File: src/char_lcd_bus_sequencer_defines.svh
// ----------------------------------------------------------------------------
// char_lcd_bus_sequencer_defines.svh
// Assertion macros for the display bus sequencer. They compile to nothing
// in synthesis.
// ----------------------------------------------------------------------------
`ifndef CHAR_LCD_BUS_SEQUENCER_DEFINES_SVH
`define CHAR_LCD_BUS_SEQUENCER_DEFINES_SVH
`ifndef SYNTHESIS
// same-cycle implication
`define CLBS_ASSERT_IMP(lbl, clk, rst, ante, cons) \
  lbl: assert property (@(posedge clk) disable iff (rst) (ante) |-> (cons)) \
    else $error("clbs check failed");
// next-cycle implication
`define CLBS_ASSERT_NXT(lbl, clk, rst, ante, cons) \
  lbl: assert property (@(posedge clk) disable iff (rst) (ante) |=> (cons)) \
    else $error("clbs check failed");
`else
`define CLBS_ASSERT_IMP(lbl, clk, rst, ante, cons)
`define CLBS_ASSERT_NXT(lbl, clk, rst, ante, cons)
`endif
`endif

File: src/clbs_pkg.sv
// ----------------------------------------------------------------------------
// clbs_pkg
// Types, codes and constant tables shared by the display bus sequencer.
// ----------------------------------------------------------------------------
package clbs_pkg;

  // configuration port
  localparam int CFG_INDEX_W = 1;
  localparam int CFG_DATA_W  = 5;
  localparam logic [CFG_INDEX_W-1:0] CFG_FOUR_BIT = 1'd0;
  localparam logic [CFG_INDEX_W-1:0] CFG_ROWS     = 1'd1;
  localparam logic [4:0] ROWS_RESET = 5'd2;
  localparam logic [4:0] ROWS_MAX   = 5'd20;

  // request codes
  localparam logic [2:0] ACT_INIT  = 3'd0;
  localparam logic [2:0] ACT_CMD   = 3'd1;
  localparam logic [2:0] ACT_DATA  = 3'd2;
  localparam logic [2:0] ACT_POS   = 3'd3;
  localparam logic [2:0] ACT_BLINK = 3'd4;

  // pause classes
  localparam logic [1:0] PAUSE_NONE  = 2'd0;
  localparam logic [1:0] PAUSE_SHORT = 2'd1;
  localparam logic [1:0] PAUSE_MID   = 2'd2;
  localparam logic [1:0] PAUSE_LONG  = 2'd3;

  // init sequence bookkeeping
  localparam logic [2:0] INIT_LAST_STEP = 3'd4;
  localparam logic [2:0] RAW_LAST_4BIT  = 3'd3;
  localparam logic [2:0] RAW_LAST_8BIT  = 3'd2;

  typedef struct packed {
    logic [2:0] action;
    logic [7:0] byte_value;
    logic [4:0] column;
    logic [1:0] row;
    logic       blink_on;
  } req_t;

  typedef struct packed {
    logic       reg_select;
    logic [7:0] bus_value;
    logic [1:0] pause_after;
    logic       last;
  } xfer_t;

  typedef enum logic [1:0] {
    SRC_RAW  = 2'd0,
    SRC_INIT = 2'd1,
    SRC_REQ  = 2'd2
  } src_t;

  typedef enum logic [1:0] {
    PART_FULL = 2'd0,
    PART_HI   = 2'd1,
    PART_LO   = 2'd2
  } part_t;

  typedef enum logic [4:0] {
    S_IDLE   = 5'b00001,
    S_DECODE = 5'b00010,
    S_RAW    = 5'b00100,
    S_INIT   = 5'b01000,
    S_SINGLE = 5'b10000
  } state_t;

  // controller -> datapath
  typedef struct packed {
    logic       load;
    logic       set_mode;
    logic       set_blink;
    logic       emit;
    src_t       src;
    part_t      part;
    logic [2:0] step;
    logic       last;
  } cmd_t;

  // datapath -> controller
  typedef struct packed {
    logic [2:0] action;
    logic       rows_ok;
    logic       rows_multi;
    logic       four_bit;
    logic       nibble_mode;
    logic       out_free;
  } status_t;

  // DDRAM row base addresses
  function automatic logic [7:0] row_offset(input logic [1:0] row);
    logic [7:0] off;
    unique case (row)
      2'd0:    off = 8'h00;
      2'd1:    off = 8'h40;
      2'd2:    off = 8'h14;
      default: off = 8'h54;
    endcase
    return off;
  endfunction

  // byte table after the handshake: two-line function set, display on,
  // entry mode, cursor shift, clear
  function automatic logic [7:0] init_byte(input logic [2:0] step, input logic four_bit);
    logic [7:0] val;
    unique case (step)
      3'd0:    val = (four_bit ? 8'h20 : 8'h30) | 8'h08;
      3'd1:    val = 8'h0C;
      3'd2:    val = 8'h06;
      3'd3:    val = 8'h14;
      default: val = 8'h01;
    endcase
    return val;
  endfunction

  function automatic logic [1:0] init_pause(input logic [2:0] step);
    logic [1:0] p;
    unique case (step)
      3'd0:    p = PAUSE_LONG;
      3'd1,
      3'd2,
      3'd3:    p = PAUSE_SHORT;
      default: p = PAUSE_MID;
    endcase
    return p;
  endfunction

endpackage

File: src/char_lcd_bus_sequencer.sv
// ----------------------------------------------------------------------------
// char_lcd_bus_sequencer
// Converts display requests into strobed transfers for a character display.
//
// Usage:
//   Configuration (cfg_we/cfg_index/cfg_data) sets bus width and row count;
//   write it only while the block is idle.
//   Input beats (in_valid/in_stall/in_data) carry one request each. The
//   block stalls input while it works on a request and accepts the next one
//   in the cycle after the final transfer is loaded into the output register.
//   Output beats (out_valid/out_stall/out_data) are single bus transfers;
//   last marks the final transfer of a request.
// Timing:
//   A decode state follows acceptance, then one transfer per cycle from the
//   sequencer while the output is not stalled; a request produces 0 to 14
//   transfers, the first of them loaded into the output register after decode.
//   A stall on the output holds the output register and freezes the
//   sequencer until the beat is taken.
// Reset: 8-bit bus, two rows, 8-bit transfers, blink off, output empty.
// ----------------------------------------------------------------------------
`include "char_lcd_bus_sequencer_defines.svh"

module char_lcd_bus_sequencer (
  input  logic                             clk,
  input  logic                             rst,
  input  logic                             cfg_we,
  input  logic [clbs_pkg::CFG_INDEX_W-1:0] cfg_index,
  input  logic [clbs_pkg::CFG_DATA_W-1:0]  cfg_data,
  input  logic                             in_valid,
  output logic                             in_stall,
  input  clbs_pkg::req_t                   in_data,
  output logic                             out_valid,
  input  logic                             out_stall,
  output clbs_pkg::xfer_t                  out_data
);

  clbs_pkg::cmd_t    cmd;
  clbs_pkg::status_t status;

  clbs_ctrl u_ctrl (
    .clk      (clk),
    .rst      (rst),
    .in_valid (in_valid),
    .in_stall (in_stall),
    .status   (status),
    .cmd      (cmd)
  );

  clbs_dp u_dp (
    .clk       (clk),
    .rst       (rst),
    .cfg_we    (cfg_we),
    .cfg_index (cfg_index),
    .cfg_data  (cfg_data),
    .in_data   (in_data),
    .cmd       (cmd),
    .status    (status),
    .out_valid (out_valid),
    .out_stall (out_stall),
    .out_data  (out_data)
  );

  // an accepted request always makes the block busy next cycle
  `CLBS_ASSERT_NXT(a_accept_busy, clk, rst, in_valid && !in_stall, in_stall)
  // nothing is generated while idle
  `CLBS_ASSERT_IMP(a_idle_quiet, clk, rst, !in_stall, !cmd.emit)
  // a high nibble that goes out is followed by its low nibble
  `CLBS_ASSERT_NXT(a_lo_follows_hi, clk, rst, cmd.emit && status.out_free && cmd.part == clbs_pkg::PART_HI, cmd.emit && cmd.part == clbs_pkg::PART_LO)
  // 8-bit mode never splits a byte
  `CLBS_ASSERT_IMP(a_full_in_8bit, clk, rst, cmd.emit && !status.nibble_mode, cmd.part == clbs_pkg::PART_FULL)

endmodule

File: src/clbs_ctrl.sv
// ----------------------------------------------------------------------------
// clbs_ctrl
// Sequencer state machine: walks the handshake, the init byte table or a
// single request byte, splitting bytes into nibbles in 4-bit mode.
// ----------------------------------------------------------------------------
module clbs_ctrl (
  input  logic              clk,
  input  logic              rst,
  input  logic              in_valid,
  output logic              in_stall,
  input  clbs_pkg::status_t status,
  output clbs_pkg::cmd_t    cmd
);

  clbs_pkg::state_t state, state_next;
  logic [2:0] step, step_next;
  logic       half, half_next;
  logic       go;
  logic       final_part;
  logic [2:0] raw_last;

  assign in_stall   = (state != clbs_pkg::S_IDLE);
  assign go         = status.out_free;
  assign final_part = !status.nibble_mode || half;
  assign raw_last   = status.four_bit ? clbs_pkg::RAW_LAST_4BIT : clbs_pkg::RAW_LAST_8BIT;

  // next state and commands
  always_comb begin
    state_next    = state;
    step_next     = step;
    half_next     = half;
    cmd.load      = 1'b0;
    cmd.set_mode  = 1'b0;
    cmd.set_blink = 1'b0;
    cmd.emit      = 1'b0;
    cmd.src       = clbs_pkg::SRC_REQ;
    cmd.part      = clbs_pkg::PART_FULL;
    cmd.step      = step;
    cmd.last      = 1'b0;
    unique case (state)
      clbs_pkg::S_IDLE: begin
        if (in_valid) begin
          cmd.load   = 1'b1;
          state_next = clbs_pkg::S_DECODE;
        end
      end
      clbs_pkg::S_DECODE: begin
        step_next = 3'd0;
        half_next = 1'b0;
        unique case (status.action)
          clbs_pkg::ACT_INIT: begin
            if (status.rows_ok) begin
              cmd.set_mode = 1'b1;
              state_next   = clbs_pkg::S_RAW;
            end else begin
              state_next = clbs_pkg::S_IDLE;
            end
          end
          clbs_pkg::ACT_CMD,
          clbs_pkg::ACT_DATA,
          clbs_pkg::ACT_POS: state_next = clbs_pkg::S_SINGLE;
          clbs_pkg::ACT_BLINK: begin
            cmd.set_blink = 1'b1;
            state_next    = clbs_pkg::S_SINGLE;
          end
          default: state_next = clbs_pkg::S_IDLE;
        endcase
      end
      clbs_pkg::S_RAW: begin
        // handshake transfers, always single beats
        cmd.emit = 1'b1;
        cmd.src  = clbs_pkg::SRC_RAW;
        if (go) begin
          if (step == raw_last) begin
            state_next = clbs_pkg::S_INIT;
            step_next  = status.rows_multi ? 3'd0 : 3'd1;
            half_next  = 1'b0;
          end else begin
            step_next = step + 3'd1;
          end
        end
      end
      clbs_pkg::S_INIT: begin
        cmd.emit = 1'b1;
        cmd.src  = clbs_pkg::SRC_INIT;
        cmd.part = !status.nibble_mode ? clbs_pkg::PART_FULL :
                   (half ? clbs_pkg::PART_LO : clbs_pkg::PART_HI);
        cmd.last = final_part && (step == clbs_pkg::INIT_LAST_STEP);
        if (go) begin
          if (!final_part) begin
            half_next = 1'b1;
          end else begin
            half_next = 1'b0;
            if (step == clbs_pkg::INIT_LAST_STEP) begin
              state_next = clbs_pkg::S_IDLE;
            end else begin
              step_next = step + 3'd1;
            end
          end
        end
      end
      clbs_pkg::S_SINGLE: begin
        cmd.emit = 1'b1;
        cmd.src  = clbs_pkg::SRC_REQ;
        cmd.part = !status.nibble_mode ? clbs_pkg::PART_FULL :
                   (half ? clbs_pkg::PART_LO : clbs_pkg::PART_HI);
        cmd.last = final_part;
        if (go) begin
          if (!final_part) begin
            half_next = 1'b1;
          end else begin
            half_next  = 1'b0;
            state_next = clbs_pkg::S_IDLE;
          end
        end
      end
      default: state_next = clbs_pkg::S_IDLE;
    endcase
  end

  // state registers
  always_ff @(posedge clk) begin
    if (rst) begin
      state <= clbs_pkg::S_IDLE;
      step  <= 3'd0;
      half  <= 1'b0;
    end else begin
      state <= state_next;
      step  <= step_next;
      half  <= half_next;
    end
  end

endmodule

File: src/clbs_dp.sv
// ----------------------------------------------------------------------------
// clbs_dp
// Datapath: configuration and mode registers, request latch, transfer
// value selection and the output register.
// ----------------------------------------------------------------------------
module clbs_dp (
  input  logic                                clk,
  input  logic                                rst,
  input  logic                                cfg_we,
  input  logic [clbs_pkg::CFG_INDEX_W-1:0]    cfg_index,
  input  logic [clbs_pkg::CFG_DATA_W-1:0]     cfg_data,
  input  clbs_pkg::req_t                      in_data,
  input  clbs_pkg::cmd_t                      cmd,
  output clbs_pkg::status_t                   status,
  output logic                                out_valid,
  input  logic                                out_stall,
  output clbs_pkg::xfer_t                     out_data
);

  logic           four_bit;
  logic [4:0]     display_rows;
  logic           nibble_mode;
  logic           blink_enabled;
  clbs_pkg::req_t req;
  logic [7:0]     byte_sel;
  logic [1:0]     pause_sel;
  logic           rs_sel;
  logic [7:0]     position;
  clbs_pkg::xfer_t xfer;
  logic           out_free;

  assign out_free = !out_valid || !out_stall;

  assign status.action      = req.action;
  assign status.rows_ok     = (display_rows <= clbs_pkg::ROWS_MAX);
  assign status.rows_multi  = (display_rows > 5'd1);
  assign status.four_bit    = four_bit;
  assign status.nibble_mode = nibble_mode;
  assign status.out_free    = out_free;

  // configuration and mode state
  always_ff @(posedge clk) begin
    if (rst) begin
      four_bit      <= 1'b0;
      display_rows  <= clbs_pkg::ROWS_RESET;
      nibble_mode   <= 1'b0;
      blink_enabled <= 1'b0;
    end else begin
      if (cfg_we) begin
        unique case (cfg_index)
          clbs_pkg::CFG_FOUR_BIT: four_bit     <= cfg_data[0];
          default:                display_rows <= cfg_data;
        endcase
      end
      if (cmd.set_mode) begin
        nibble_mode <= four_bit;
      end
      if (cmd.set_blink) begin
        blink_enabled <= req.blink_on;
      end
    end
  end

  // request latch
  always_ff @(posedge clk) begin
    if (cmd.load) begin
      req <= in_data;
    end
  end

  assign position = {3'd0, req.column} + (8'h80 | clbs_pkg::row_offset(req.row));

  // byte source select
  always_comb begin
    byte_sel  = 8'h00;
    pause_sel = clbs_pkg::PAUSE_NONE;
    rs_sel    = 1'b0;
    unique case (cmd.src)
      clbs_pkg::SRC_RAW: begin
        byte_sel  = !four_bit ? 8'h30 :
                    ((cmd.step == clbs_pkg::RAW_LAST_4BIT) ? 8'h02 : 8'h03);
        pause_sel = clbs_pkg::PAUSE_LONG;
      end
      clbs_pkg::SRC_INIT: begin
        byte_sel  = clbs_pkg::init_byte(cmd.step, four_bit);
        pause_sel = clbs_pkg::init_pause(cmd.step);
      end
      default: begin
        unique case (req.action)
          clbs_pkg::ACT_CMD:   byte_sel = req.byte_value;
          clbs_pkg::ACT_DATA: begin
            byte_sel = req.byte_value;
            rs_sel   = 1'b1;
          end
          clbs_pkg::ACT_POS:   byte_sel = position;
          clbs_pkg::ACT_BLINK: byte_sel = 8'h08 | {7'd0, blink_enabled};
          default:             byte_sel = 8'h00;
        endcase
      end
    endcase
  end

  // nibble split; pause goes with the final beat of a byte
  always_comb begin
    xfer.reg_select = rs_sel;
    xfer.last       = cmd.last;
    unique case (cmd.part)
      clbs_pkg::PART_HI: begin
        xfer.bus_value   = {4'd0, byte_sel[7:4]};
        xfer.pause_after = clbs_pkg::PAUSE_NONE;
      end
      clbs_pkg::PART_LO: begin
        xfer.bus_value   = {4'd0, byte_sel[3:0]};
        xfer.pause_after = pause_sel;
      end
      default: begin
        xfer.bus_value   = byte_sel;
        xfer.pause_after = pause_sel;
      end
    endcase
  end

  // output register
  always_ff @(posedge clk) begin
    if (rst) begin
      out_valid <= 1'b0;
    end else if (cmd.emit && out_free) begin
      out_valid <= 1'b1;
    end else if (!out_stall) begin
      out_valid <= 1'b0;
    end
  end

  always_ff @(posedge clk) begin
    if (cmd.emit && out_free) begin
      out_data <= xfer;
    end
  end

endmodule
File: config.mk
export PLATFORM = sky130hd
export DESIGN_NAME = char_lcd_bus_sequencer
export DESIGN_NICKNAME = d
export VERILOG_FILES = /design/src/clbs_pkg.sv /design/src/char_lcd_bus_sequencer.sv /design/src/clbs_ctrl.sv /design/src/clbs_dp.sv
export VERILOG_INCLUDE_DIRS = /design/src /design/src/src
export SDC_FILE = /design/constraint.sdc
export NUM_CORES = 1
export LEC_CHECK = 0
export BUFFER_PORTS_ARGS = -buffer_cell sky130_fd_sc_hd__clkbuf_2
export CAP_MARGIN = 20
export CORE_MARGIN = 5
export CORE_UTILIZATION = 50
export CTS_BUF_LIST = sky130_fd_sc_hd__clkbuf_8 sky130_fd_sc_hd__clkbuf_16
export CTS_CLUSTER_DIAMETER = 150
export DETAILED_ROUTE_END_ITERATION = 12
export PLACE_DENSITY = 0.72
export SLEW_MARGIN = 20
export SYNTH_ARGS = -nofsm -noshare
export SYNTH_HDL_FRONTEND = slang
export SYNTH_SLANG_ARGS = --single-unit
File: constraint.sdc
create_clock -name clk -period 5.2 [get_ports clk]
set_clock_uncertainty 0.05 [all_clocks]
set_input_delay 0.52 -clock clk [delete_from_list [all_inputs] [get_ports clk]]
set_output_delay 0.52 -clock clk [all_outputs]
set_load 0.02 [all_outputs]
==> metrics <==
worst rel slew slack 42.6%; clk root buf clkbuf_8; post-synthesis cell count 264; Slew @ Worst Pin 858 ps; area share of and/or/nand/nor cells after synthesis 19.5%; critical path capture point type flip-flop; Worst Reg-to-Reg Cells 8; std cell rows 26; post-place setup slack 2610 ps; Netlist cell types 53; initial core utilization 51.5%; Layout fillers 465; startpoint type of the worst setup path flip-flop; final setup violating endpoints 0; GRT Total Usage 16.8%; Post-CTS Setup Repair Bufs 0; CTS tree yes; Pwr Density 308 nW/um^2; WHS Path Cells 1; CTS buffer count 5; crit path DAT 2680 ps; clock tree sinks 49; status completed; post-synth top area cell edfxtp_1; Leak 1.16 nW; fin crit share 51.5%; register area share after synthesis 49.0%; largest family of logic cells by synthesized area simple AND/OR/NAND/NOR gates; ANT nets after route 0; post-synthesis mux area share 3.28%; ant diodes 0; die width 82.6 um; htree depth 2; Most used DFF post-synth edfxtp_1; DRT iter0 DRCs 158; Post-synth ARST share 0%; post-synthesis register bit count 49; io pins 44; Hold WS 337 ps; Worst-path clk slew 90 ps; Synthesized Nets 304; Synth-to-Final Area Change 12.2%; kind of critical path flip-flop to flip-flop; HPWL after DPL 3.99 mm; Post-Synth Adder-Cell Area 5.51%; Peak VDD IR 0.228 mV; Largest stage delay, worst path 610 ps; overall power 909 uW; Vias 2025; Die ar. 6820 sq um; setup TNS 0 ps; compound-gate portion of the synthesized area 15.7%; Final Hold Vio Count 0; Final Util 57.8%; critical path fanouts, max 14; count of cells resized by post-cts repair 0; IO Port Bufs 43; WP data required 5200 ps; share of cells above drive strength 1 20.9%; wire per inst 14.2 um; vias in the first global route 1838; Slew Viols, Final 0; Post-Syn Area 2630 sq um; RSZ-0062 raised after global routing false; routability cong. 0.905; total grt overflow 0; Core Region 5110 sq um; # hold bufs at CTS 0; number of synthesized flops with an enable pin 31; Fmax 374 MHz; most frequent cells after synthesis edfxtp_1, nor2_1, a21oi_1; Ys Warns 0; first-pass GRT wire length 8.69 mm; largest net degree at the start of global routing 23; crit-path cells xnor2_1 > nor4_1 > nand2_1 > ha_1 > nor2_1 > a21oi_1 > o21ai_0 > o21ai_0; Avg Cell Area, Syn 9.97 sq um; top-count cell post-synth edfxtp_1; DRT Pass-1 Iters 4; xor/xnor share of the synthesized area 2.33%; Yosys top cell area share 35.4%; Period minus WS final 2680 ps; largest cells by area after synthesis edfxtp_1, dfxtp_1, ha_1, a21oi_1, nor2_1; Hold Crit Class primary input to flip-flop; CP max-delay cell dfxtp_1; vias per cell 5.46; clock latency on the worst-skew pair 300 ps; DRC viols 0; final WL 5.27 mm; CP dominant cell by count o21ai_0; clk buf depth 2; initial antenna violation count 0; nets 340; Die Ht 82.6 um; Max-cap violations 0; post-route setup slack 2520 ps
[worst max-delay path, delay by kind of cell, from the launching register on]
family | cells | cell delay, ps
fa+ha+maj | 1 | 430
compound gates | 3 | 270
simple gates | 3 | 950
flops | 1 | 610
xor+xnor | 1 | 110
[worst paths after layout]
kind,slack [ps],from,end
setup reg to reg,2520,u_ctrl.state[3],u_dp.out_data[4]
hold / removal,340,in_data[10],u_dp.req[10]
hold reg to reg,420,u_dp.display_rows[4],u_dp.display_rows[4]
setup / recovery,2520,u_ctrl.state[3],u_dp.out_data[4]
[per-stage QoR]
stage / instances / cell area (sq um)
2_1_floorplan: 264 / 2630
3_5_place_dp: 363 / 2860
5_1_grt: 371 / 2950
6_report: 371 / 2950
3_3_place_gp: 363 / 2860
4_1_cts: 371 / 2950
[where the power goes]
group	switching, mW	internal (mW)
clock	0.127	0.0955
sequential	0.0354	0.460
combinational	0.113	0.0781
[cells in the final DEF, fill, tap and decap left out, types with 4 or more instances in the layout]
cell	Yosys	final
a21oi_1	19	19
a22oi_1	4	4
a31oi_1	5	5
and2_1	4	4
clkbuf_2	0	43
clkbuf_8	0	5
dfxtp_1	18	18
edfxtp_1	31	31
ha_1	10	10
inv_1	11	11
mux2_2	5	5
nand2_1	18	18
nand2b_1	6	6
nand3_1	12	12
nor2_1	24	24
nor2b_1	8	8
nor3_1	6	6
o21ai_0	17	17
xnor2_1	4	4
[kinds of logic after synthesis]
family                     count (synthesis)
and+or+nand+nor                           96
AOI/OAI and AO/OA                         66
DFF                                       49
buffers and inverters                     26
adders and majority gates                 12
muxes                                      8
xor gates and xnor gates                   7
[layer usage]
layer | GRT usage (%) | wire length [um]
met1 | 23.8 | 2420
met2 | 25.1 | 2370
met3 | 4.12 | 377
met4 | 5.88 | 102
met5 | 0 | 0
[cell type report]
class                      count  area (sq um)  area share [%]
sequential                    49          1290            43.7
multi-input combinational    189          1220            41.3
timing repair buffer          44           223            7.54
tap                           70          87.6            2.96
clock buffer                   5          68.8            2.33
inverter                      11          41.3            1.40
clock inverter                 3          21.3           0.720
[flip-flops by register name (all words and copies together), names as in the netlist]
signal,count
u_ctrl.state,5
u_dp.blink_enabled,1
u_dp.req,16
u_dp.nibble_mode,1
u_dp.out_valid,1
u_ctrl.step,3
u_dp.display_rows,5
u_dp.status,3
u_dp.out_data,12
u_dp.four_bit,1
u_ctrl.half,1
Power figures use the tool's default switching activity.
